===== config.mk =====
export PLATFORM = sky130hd
export DESIGN_NAME = serial_robot_command_decoder
export DESIGN_NICKNAME = d
export VERILOG_FILES = /design/src/design/srcd_pkg.sv /design/src/design/serial_robot_command_decoder.sv
export SDC_FILE = /design/constraint.sdc
export NUM_CORES = 1
export LEC_CHECK = 0
export BUFFER_PORTS_ARGS = -buffer_cell sky130_fd_sc_hd__buf_4
export CAP_MARGIN = 20
export CELL_PAD_IN_SITES_DETAIL_PLACEMENT = 0
export CELL_PAD_IN_SITES_GLOBAL_PLACEMENT = 1
export CORE_MARGIN = 5
export CORE_UTILIZATION = 36
export DETAILED_ROUTE_END_ITERATION = 16
export PLACE_DENSITY = 0.68
export REMOVE_ABC_BUFFERS = 1
export SYNTH_ARGS = -nofsm -noshare
export SYNTH_HDL_FRONTEND = slang
export SYNTH_SLANG_ARGS = --single-unit

===== constraint.sdc =====
create_clock -name clk -period 5.35 [get_ports clk]
set_input_delay 1.07 -clock clk [delete_from_list [all_inputs] [get_ports clk]]
set_output_delay 1.07 -clock clk [all_outputs]
set_load 0.01 [all_outputs]

===== src/design/srcd_pkg.sv =====
// Package for the serial robot command decoder.
// Holds the command byte codes, action and pending mode codes, and the result
// item type. No dependencies.
`timescale 1ns / 1ps
`default_nettype none

package srcd_pkg;

  localparam logic [7:0] CMD_FWD       = 8'h38;
  localparam logic [7:0] CMD_BACK      = 8'h32;
  localparam logic [7:0] CMD_RIGHT     = 8'h34;
  localparam logic [7:0] CMD_LEFT      = 8'h36;
  localparam logic [7:0] CMD_STOP      = 8'h35;
  localparam logic [7:0] CMD_BUZZ_ON   = 8'h37;
  localparam logic [7:0] CMD_BUZZ_OFF  = 8'h39;
  localparam logic [7:0] CMD_FULL_SPD  = 8'h53;
  localparam logic [7:0] CMD_SENSOR    = 8'h54;
  localparam logic [7:0] CMD_ID        = 8'h6B;
  localparam logic [7:0] CMD_VEL       = 8'h52;
  localparam logic [7:0] CMD_FWD_DIST  = 8'h55;
  localparam logic [7:0] CMD_BACK_DIST = 8'h56;
  localparam logic [7:0] CMD_ROT_R     = 8'h57;
  localparam logic [7:0] CMD_ROT_L     = 8'h58;
  localparam logic [7:0] CMD_SERVO1    = 8'h80;
  localparam logic [7:0] CMD_SERVO2    = 8'h81;
  localparam logic [7:0] CMD_SERVO3    = 8'h82;
  localparam logic [7:0] CMD_LCD       = 8'h83;
  localparam logic [7:0] CMD_BAR       = 8'h84;

  localparam logic [3:0] DIR_FWD   = 4'd6;
  localparam logic [3:0] DIR_BACK  = 4'd9;
  localparam logic [3:0] DIR_RIGHT = 4'd10;
  localparam logic [3:0] DIR_LEFT  = 4'd5;
  localparam logic [3:0] DIR_STOP  = 4'd0;

  localparam logic [7:0] FULL_SPEED = 8'd255;
  localparam logic [7:0] DEVICE_ID_RESET = 8'd5;

  typedef enum logic [3:0] {
    ACT_MOTION    = 4'd0,
    ACT_VELOCITY  = 4'd1,
    ACT_BUZZ_ON   = 4'd2,
    ACT_BUZZ_OFF  = 4'd3,
    ACT_FWD_DIST  = 4'd4,
    ACT_BACK_DIST = 4'd5,
    ACT_ROT_R     = 4'd6,
    ACT_ROT_L     = 4'd7,
    ACT_SERVO1    = 4'd8,
    ACT_SERVO2    = 4'd9,
    ACT_SERVO3    = 4'd10,
    ACT_LCD       = 4'd11,
    ACT_BAR       = 4'd12,
    ACT_SENSOR    = 4'd13,
    ACT_ID        = 4'd14
  } action_t;

  typedef enum logic [3:0] {
    MODE_NONE   = 4'd0,
    MODE_VEL    = 4'd1,
    MODE_FWD    = 4'd2,
    MODE_BACK   = 4'd3,
    MODE_ROTR   = 4'd4,
    MODE_ROTL   = 4'd5,
    MODE_SERVO1 = 4'd6,
    MODE_SERVO2 = 4'd7,
    MODE_SERVO3 = 4'd8,
    MODE_LCD    = 4'd9,
    MODE_BAR    = 4'd10
  } mode_t;

  // Declared from the highest bits down so that action sits in the lowest bits.
  typedef struct packed {
    logic [7:0]  column_sel;
    logic [7:0]  row_sel;
    logic [7:0]  arg_byte;
    logic [15:0] amount;
    logic [7:0]  right_speed;
    logic [7:0]  left_speed;
    logic [3:0]  motion_dir;
    action_t     action;
  } result_t;

endpackage

`default_nettype wire


===== src/design/serial_robot_command_decoder.sv =====
// A result item is registered and appears on the output in the cycle after the byte that completes it.
// Throughput: one byte per cycle; a byte is taken whenever the output register is empty
// or is being emptied in the same cycle.
// Reset (rst_n low, synchronous): no command pending, output empty, device_id back to 5.
// Command decoder for a byte-oriented robot control protocol.
// Depends on srcd_pkg for the codes and the result item type.
`timescale 1ns / 1ps
`default_nettype none

module serial_robot_command_decoder
  import srcd_pkg::*;
(
  input  wire logic        clk,
  input  wire logic        rst_n,
  input  wire logic        cfg_valid,
  output logic             cfg_ready,
  input  wire logic [7:0]  cfg_data,
  input  wire logic        in_tvalid,
  output logic             in_tready,
  input  wire logic [7:0]  in_tdata,   // rx_byte[7:0]
  output logic             out_tvalid,
  input  wire logic        out_tready,
  // action[3:0], motion_dir[7:4], left_speed[15:8], right_speed[23:16],
  // amount[39:24], arg_byte[47:40], row_sel[55:48], column_sel[63:56]
  output logic [63:0]      out_tdata
);

  logic [7:0] dev_id_r;
  mode_t      mode_r, mode_nxt;
  logic [1:0] arg_idx_r, arg_idx_nxt;
  logic [7:0] first_arg_r, first_arg_nxt;
  logic [7:0] second_arg_r, second_arg_nxt;
  result_t    out_r, out_nxt;
  logic       out_valid_r;
  logic       emit;
  logic       in_acc;
  logic [15:0] amount_calc;

  assign cfg_ready  = 1'b1;
  assign in_tready  = !out_valid_r || out_tready;
  assign in_acc     = in_tvalid && in_tready;
  assign out_tvalid = out_valid_r;
  assign out_tdata  = out_r;

  // q*255 + r, computed as (q << 8) - q + r.
  assign amount_calc = {first_arg_r, 8'd0} - {8'd0, first_arg_r} + {8'd0, in_tdata};

  always_comb begin
    mode_nxt       = mode_r;
    arg_idx_nxt    = arg_idx_r;
    first_arg_nxt  = first_arg_r;
    second_arg_nxt = second_arg_r;
    out_nxt        = '0;
    emit           = 1'b0;
    case (mode_r)
      MODE_NONE: begin
        arg_idx_nxt = 2'd0;
        case (in_tdata)
          CMD_FWD: begin
            emit = 1'b1; out_nxt.action = ACT_MOTION; out_nxt.motion_dir = DIR_FWD;
          end
          CMD_BACK: begin
            emit = 1'b1; out_nxt.action = ACT_MOTION; out_nxt.motion_dir = DIR_BACK;
          end
          CMD_RIGHT: begin
            emit = 1'b1; out_nxt.action = ACT_MOTION; out_nxt.motion_dir = DIR_RIGHT;
          end
          CMD_LEFT: begin
            emit = 1'b1; out_nxt.action = ACT_MOTION; out_nxt.motion_dir = DIR_LEFT;
          end
          CMD_STOP: begin
            emit = 1'b1; out_nxt.action = ACT_MOTION; out_nxt.motion_dir = DIR_STOP;
          end
          CMD_BUZZ_ON: begin
            emit = 1'b1; out_nxt.action = ACT_BUZZ_ON;
          end
          CMD_BUZZ_OFF: begin
            emit = 1'b1; out_nxt.action = ACT_BUZZ_OFF;
          end
          CMD_FULL_SPD: begin
            emit = 1'b1; out_nxt.action = ACT_VELOCITY;
            out_nxt.left_speed = FULL_SPEED; out_nxt.right_speed = FULL_SPEED;
          end
          CMD_SENSOR: begin
            emit = 1'b1; out_nxt.action = ACT_SENSOR;
          end
          CMD_ID: begin
            emit = 1'b1; out_nxt.action = ACT_ID; out_nxt.arg_byte = dev_id_r;
          end
          CMD_VEL:       mode_nxt = MODE_VEL;
          CMD_FWD_DIST:  mode_nxt = MODE_FWD;
          CMD_BACK_DIST: mode_nxt = MODE_BACK;
          CMD_ROT_R:     mode_nxt = MODE_ROTR;
          CMD_ROT_L:     mode_nxt = MODE_ROTL;
          CMD_SERVO1:    mode_nxt = MODE_SERVO1;
          CMD_SERVO2:    mode_nxt = MODE_SERVO2;
          CMD_SERVO3:    mode_nxt = MODE_SERVO3;
          CMD_LCD:       mode_nxt = MODE_LCD;
          CMD_BAR:       mode_nxt = MODE_BAR;
          default: ;
        endcase
      end
      MODE_SERVO1, MODE_SERVO2, MODE_SERVO3, MODE_BAR: begin
        emit = 1'b1;
        out_nxt.arg_byte = in_tdata;
        mode_nxt = MODE_NONE;
        arg_idx_nxt = 2'd0;
        case (mode_r)
          MODE_SERVO1: out_nxt.action = ACT_SERVO1;
          MODE_SERVO2: out_nxt.action = ACT_SERVO2;
          MODE_SERVO3: out_nxt.action = ACT_SERVO3;
          default:     out_nxt.action = ACT_BAR;
        endcase
      end
      MODE_LCD: begin
        case (arg_idx_r)
          2'd0: begin
            first_arg_nxt = in_tdata; arg_idx_nxt = 2'd1;
          end
          2'd1: begin
            second_arg_nxt = in_tdata; arg_idx_nxt = 2'd2;
          end
          default: begin
            emit = 1'b1;
            out_nxt.action = ACT_LCD;
            out_nxt.arg_byte = in_tdata;
            out_nxt.row_sel = first_arg_r;
            out_nxt.column_sel = second_arg_r;
            mode_nxt = MODE_NONE;
            arg_idx_nxt = 2'd0;
          end
        endcase
      end
      MODE_VEL, MODE_FWD, MODE_BACK, MODE_ROTR, MODE_ROTL: begin
        if (arg_idx_r == 2'd0) begin
          first_arg_nxt = in_tdata;
          arg_idx_nxt = 2'd1;
        end else begin
          second_arg_nxt = in_tdata;
          emit = 1'b1;
          mode_nxt = MODE_NONE;
          arg_idx_nxt = 2'd0;
          case (mode_r)
            MODE_VEL: begin
              out_nxt.action = ACT_VELOCITY;
              out_nxt.left_speed = first_arg_r;
              out_nxt.right_speed = in_tdata;
            end
            MODE_FWD: begin
              out_nxt.action = ACT_FWD_DIST; out_nxt.amount = amount_calc;
            end
            MODE_BACK: begin
              out_nxt.action = ACT_BACK_DIST; out_nxt.amount = amount_calc;
            end
            MODE_ROTR: begin
              out_nxt.action = ACT_ROT_R; out_nxt.amount = amount_calc;
            end
            default: begin
              out_nxt.action = ACT_ROT_L; out_nxt.amount = amount_calc;
            end
          endcase
        end
      end
      default: begin
        mode_nxt = MODE_NONE;
        arg_idx_nxt = 2'd0;
      end
    endcase
  end

  always_ff @(posedge clk) begin
    if (!rst_n) begin
      dev_id_r     <= DEVICE_ID_RESET;
      mode_r       <= MODE_NONE;
      arg_idx_r    <= 2'd0;
      first_arg_r  <= 8'd0;
      second_arg_r <= 8'd0;
      out_valid_r  <= 1'b0;
    end else begin
      if (cfg_valid && cfg_ready) begin
        dev_id_r <= cfg_data;
      end
      if (in_acc) begin
        mode_r       <= mode_nxt;
        arg_idx_r    <= arg_idx_nxt;
        first_arg_r  <= first_arg_nxt;
        second_arg_r <= second_arg_nxt;
      end
      if (in_acc) begin
        out_valid_r <= emit || (out_valid_r && !out_tready);
      end else if (out_tready) begin
        out_valid_r <= 1'b0;
      end
    end
  end

  always_ff @(posedge clk) begin
    if (in_acc && emit) begin
      out_r <= out_nxt;
    end
  end

  a_idx_idle: assert property (@(posedge clk) disable iff (!rst_n)
    (mode_r == MODE_NONE) |-> (arg_idx_r == 2'd0))
    else $error("argument index set with no command pending");

  a_idx_lcd: assert property (@(posedge clk) disable iff (!rst_n)
    (arg_idx_r == 2'd2) |-> (mode_r == MODE_LCD))
    else $error("third argument slot used outside the LCD command");

  a_id_reply: assert property (@(posedge clk) disable iff (!rst_n)
    (in_acc && mode_r == MODE_NONE && in_tdata == CMD_ID)
      |=> (out_valid_r && out_r.action == ACT_ID && out_r.arg_byte == dev_id_r))
    else $error("identity query did not produce the identity reply");

  a_one_arg_done: assert property (@(posedge clk) disable iff (!rst_n)
    (in_acc && (mode_r == MODE_SERVO1 || mode_r == MODE_SERVO2 ||
                mode_r == MODE_SERVO3 || mode_r == MODE_BAR))
      |=> (mode_r == MODE_NONE && out_valid_r))
    else $error("single-argument command did not complete");

endmodule

`default_nettype wire


==> metrics.txt, run 1 <==
all-layer global routing usage between 10% and 20%; most common flop cell mapped by yosys edfxtp_1; Hold Vio Cnt, Final 0; mux contribution to synthesized area 5.74%; cell row count 41; Post-Synth Adder-Cell Area 2.55%; status finished clean; flops & latches, synth 95; CTS tree done; hold_ws 0.477 ns; # hold bufs at CTS 0; setup_tns 0 ns; Synth Area in XOR/XNOR 1.12%; Worst slew margin between 30% and 40%; Finish-stage setup viols 0; Pwr per Cell Area roughly 270 mW/mm2; Boundary Pins 88; Crit Path Class input port to register; Startpoint Class input port; arrival time at the worst endpoint 3.48 ns; Iter 0 DRT Violations slightly below 300; Vias 3675; initial antenna violation count 0; Clock Skew 0.00642 ns; Post-route DRC 0; CTS resizes 0; Crit. End Element register; maxcap violations 0; first-pass GRT wire length 19400 um; ANT nets after route 0; TritonCTS Sinks 95; Pins Over Slew Limit 0; synthesized area 0.00471 mm2; Slowest cell on crit path fa_1; Clk pin slew, worst setup/hold paths approximately 0.07 ns; die width 124 um; crit path time final 3.26 ns; htree depth 3; Port-buffer cells 86; Cells after Synth 459; DR WL/cell 17.1 um; Clock Tree Buf Depth 2; Starting Density 37.0%; largest net degree at the start of global routing 31; CTS buffer count 9; VDD IR max between 150 and 200 uV; FILL cells 1240; CTS root buffer clkbuf_16; asr flop ratio synth 0%; drt total wl around 12000 um; Critical Path Max Stage Delay 0.39 ns; via count of the first global-routing pass 3657; Die H 124 um; placed cell area 0.00545 mm2; Via density 5.24; Antenna Cells 0; Post-synth EDFFs between 60 and 70; largest family of logic cells by synthesized area simple AND/OR/NAND/NOR gates; Avg Inst Size Synth 10.3 um2; post-CTS setup buffer count 0; Lkg Pwr ~2.3 nW; Power Total between 1.5 and 2 mW; Post-Place Setup Slack about 1.7 ns; setup slack after layout ~2.1 ns; sequential cell area fraction in the yosys report 54.0%; Crit Path Max Fanout 22; Max Freq 307 MHz; Worst Path Required roughly 5.6 ns; global route total overflow 0; share of layout cells above drive strength 1 21.5%; complex-gate fraction of the synthesized area 12.4%; routability cong. 0.840; detailed placement HPWL 8330 um; Pre-antenna DRT Iters 4; non-filler cells, final 702; Worst Tran Pin Value 0.998 ns; post-layout instance area 0.00575 mm2; yosys warns 0; Worst-Skew Late Latency 0.35 ns; CP cell instances buf_4 > inv_1 > ha_1 > fa_1 > nor2b_1 > o21ai_0 > a21boi_0 > o21ai_1 > a311o_1 > nand2_1; Final Util 45.2%; Placed Cells 686; synth unique cells 62; simple-gate share of the synthesized area around 20%; Layout area overhead 22.0%; Core Footprint 0.0127 mm2; hold crit path type register to register; fin crit share approximately 61%; total die area 0.0155 mm2; unrepaired setup endpoints after global routing no; number of nets in the layout between 500 and 600
[cell families (layout without fill, tap and decap cells)]
family	after synthesis	count (layout)
and+or+nand+nor	190	190
AOI/OAI and AO/OA	82	82
DFF	95	95
adders and majority gates	9	9
other	1	1
xor gates and xnor gates	6	6
buffers and inverters	49	120
muxes	27	27
[critical path, delay by kind of cell]
family,cells,cell delay (ns)
buffers and inverters,2,0.36
adders and majority gates,2,0.67
and+or+nand+nor,2,0.21
AOI/OAI and AO/OA,4,1.18
[cell usage after synthesis, drive strengths merged (6+ instances only)]
cell type / count / area, um2
a21oi: 19 / 95.1
a22o: 8 / 70.1
and2: 11 / 68.8
buf: 8 / 40.0
clkbuf: 26 / 98.8
dfxtp: 31 / 621
edfxtp: 64 / 1920
ha: 8 / 100
inv: 14 / 52.6
mux2i: 27 / 270
nand2: 57 / 214
nand2b: 6 / 37.5
nor2: 50 / 188
nor3: 14 / 70.1
nor4: 15 / 93.8
o21ai: 9 / 45.0
xnor2: 6 / 52.6
[flip-flops by register name (all words and copies together) (netlist names)]
signal	cells
dev_id_r	8
mode_r	4
arg_idx_r	2
out_tdata	64
out_tvalid	1
first_arg_r	8
second_arg_r	8
[per-layer routing]
metal	track usage, %	wire length [um]
met2	26.1	6030
met4	6.13	222
met1	19.5	5180
met3	3.69	564
met5	0	0
[area by class of cell]
class                      instances  area (um2)  share of cell area [%]
clock buffer                       9         225                    3.92
sequential                        95        2540                    44.3
timing repair buffer              89         668                    11.6
clock inverter                     7        66.3                    1.15
multi-input combinational        315        1970                    34.3
tap                              172         215                    3.75
inverter                          15        56.3                   0.980
[layout by cell type, fill, tap and decap left out, types with 8 or more instances in the layout]
cell type / instances
ha_1: 8
nor4_1: 15
and2_1: 11
inv_1: 13
buf_4: 89
clkbuf_16: 9
nor2_1: 50
mux2i_1: 27
dfxtp_1: 31
nand2_1: 57
nor3_1: 14
a21oi_1: 19
a22o_1: 8
edfxtp_1: 64
[power by group]
| part | switching, mW | total [mW] | internal, mW | leakage [nW] |
|---|---|---|---|---|
| logic | 0.0815 | 0.136 | 0.0543 | 1.31 |
| clock network | 0.299 | 0.626 | 0.326 | 0.142 |
| registers | 0.00983 | 0.797 | 0.787 | 0.828 |
| total | 0.391 | 1.56 | 1.17 | 2.27 |
[path summary, 6_finish.rpt]
path | from | end | slack [ns] | depth (start not counted)
setup / recovery | in_tdata[0] | out_tdata[36]$_SDFFCE_PP0P_ | 2.09 | 10
hold / removal | dev_id_r[0]$_SDFFE_PN1P_ | dev_id_r[0]$_SDFFE_PN1P_ | 0.48 | 2
setup reg to reg | first_arg_r[1]$_SDFFE_PN0P_ | out_tdata[39]$_SDFFCE_PP0P_ | 2.46 | 8
hold reg to reg | dev_id_r[0]$_SDFFE_PN1P_ | dev_id_r[0]$_SDFFE_PN1P_ | 0.48 | 2
Note: power is estimated with default switching activity, not from simulation.
==> inputs of run 2 (changes only) <==
- clock period: 5.35 -> 3.2 ns (I/O delays scaled with it)
==> metrics.txt, run 2 (same netlist as run 1, synthesis figures left out) <==
status finished clean (unchanged); die width 124 um (unchanged); largest net degree at the start of global routing 38 (was 31); Clk pin slew, worst setup/hold paths 0.07 ns (about the same); DR WL/cell 17.6 um (was 17.1 um); Starting Density 37.0% (unchanged); FILL cells 1243 (was 1240); VDD IR max 249 uV (was 170 uV); Pre-antenna DRT Iters 4 (unchanged); FF/Latch Area 0.00254 mm2 (unchanged); arrival time at the worst endpoint 2.80 ns (was 3.48 ns); Die H 124 um (unchanged); Boundary Pins 88 (unchanged); cell row count 41 (unchanged); first-pass GRT wire length 19900 um (was 19400 um); global route total overflow 0 (unchanged); detailed placement HPWL 8980 um (was 8330 um); Startpoint Class register (was input port); CTS root buffer clkbuf_16 (unchanged); Crit Path Max Fanout 6 (was 22); Largest register FFs 64 (unchanged); Clock Tree Buf Depth 2 (unchanged); Vias 3730 (was 3675); Pwr per Cell Area 449 mW/mm2 (was 271 mW/mm2); Lkg Pwr 2.34 nW (was 2.27 nW); share of layout cells above drive strength 1 23.2% (was 21.5%); non-filler cells, final 714 (was 702); area taken by multi-input logic gates 0.00197 mm2 (unchanged); fin crit share 85.2%; routability cong. 0.878 (was 0.840); Via density 5.22 (was 5.24); Core Footprint 0.0127 mm2 (unchanged); commonest non-fill, non-tap cell in the layout buf_4 (unchanged); Placed Cells 698 (was 686); Worst Path Required 3.27 ns (was 5.57 ns); most frequent cells in the layout buf_4, edfxtp_1, nand2_1 (unchanged); Antenna Cells 0 (unchanged); Post-Place Setup Slack 0.162 ns (was 1.74 ns); all-layer global routing usage 15.9% (was 15.6%); crit path time final around 2.7 ns; htree depth 3 (unchanged); post-CTS setup buffer count 0 (unchanged); CTS tree done (unchanged); Clock Skew 0.00963 ns (was 0.00642 ns); setup slack after layout 0.472 ns (was 2.09 ns); # hold bufs at CTS 0 (unchanged); initial antenna violation count 0 (unchanged); Port-buffer cells 86 (unchanged); Hold Vio Cnt, Final 0 (unchanged); Layout area overhead 23.9% (was 22.0%); drt total wl 12600 um (was 12000 um); hold_ws 0.486 ns (was 0.477 ns); Max Freq 367 MHz; Post-route DRC 0 (unchanged); number of nets in the layout 567 (was 555); Worst Tran Pin Value 0.865 ns (was 0.998 ns); CTS buffer count 9 (unchanged); Finish-stage setup viols 0 (unchanged); unrepaired setup endpoints after global routing no (unchanged); maxcap violations 0 (unchanged); ANT nets after route 0 (unchanged); total die area 0.0155 mm2 (unchanged); Final Util 45.8% (was 45.2%); Pins Over Slew Limit 0 (unchanged); hold crit path type register to register (unchanged); setup_tns 0 ns (unchanged); Crit. End Element register (unchanged); Crit Path Class register to register (was input port to register); Worst-Skew Late Latency 0.35 ns (about the same); Iter 0 DRT Violations 284 (was 295); TritonCTS Sinks 95 (unchanged); CTS resizes 0 (unchanged); via count of the first global-routing pass 3640 (was 3657); Worst slew margin 41.9% (was 33.0%)
==> run 2: cell count changes in the layout (fill, tap and decap cells not counted), sizes merged <==
cell and change:
clkinv +1, clkinvlp -1, buf +12
==> run 2: critical path, stage by stage, from the launching register on <==
cell and delay (ns):
dfxtp_1 0.43, inv_1 0.16, ha_1 0.37, a21o_1 0.20
a211o_1 0.30, or4_1 0.51, o311ai_0 0.36, o41ai_1 0.14
==> run 2: where the power goes <==
part           switching (mW)  internal, mW
clock network           0.500         0.545
registers              0.0139          1.32
logic                   0.145        0.0988
==> run 2: cell type report <==
| class | count | area share (%) |
|---|---|---|
| flip-flops and latches | 95 | 43.6 |
| multi-input cells | 315 | 33.8 |
| repair buffers | 101 | 13.0 |
| clock buffers | 9 | 3.86 |
| well taps | 172 | 3.69 |
| clock inverters | 7 | 1.07 |
| inverters | 15 | 0.965 |
==> run 2: path summary, 6_finish.rpt <==
| path | from | to | slack (ns) | cells after the start |
|---|---|---|---|---|
| min | dev_id_r[0]$_SDFFE_PN1P_ | dev_id_r[0]$_SDFFE_PN1P_ | 0.49 | 2 |
| min reg2reg | dev_id_r[0]$_SDFFE_PN1P_ | dev_id_r[0]$_SDFFE_PN1P_ | 0.49 | 2 |
| max | first_arg_r[6]$_SDFFE_PN0P_ | out_tdata[39]$_SDFFCE_PP0P_ | 0.47 | 7 |
| max reg2reg | first_arg_r[6]$_SDFFE_PN0P_ | out_tdata[39]$_SDFFCE_PP0P_ | 0.47 | 7 |
==> run 2: per-layer routing <==
layer | wire, um | track usage (%)
met1 | 5540 | 20.4
met2 | 6320 | 27.1
met3 | 526 | 3.34
met4 | 179 | 4.64
met5 | 0 | 0
==> run 2: through the flow <==
step | instance area [um2] | total power [mW]
4_1_cts | 5830 | 2.65
5_1_grt | 5830 | 2.72
6_report | 5830 | 2.62
3_3_place_gp | 5540 | 1.60
2_1_floorplan | 4570 | 1.49
3_5_place_dp | 5540 | 1.60
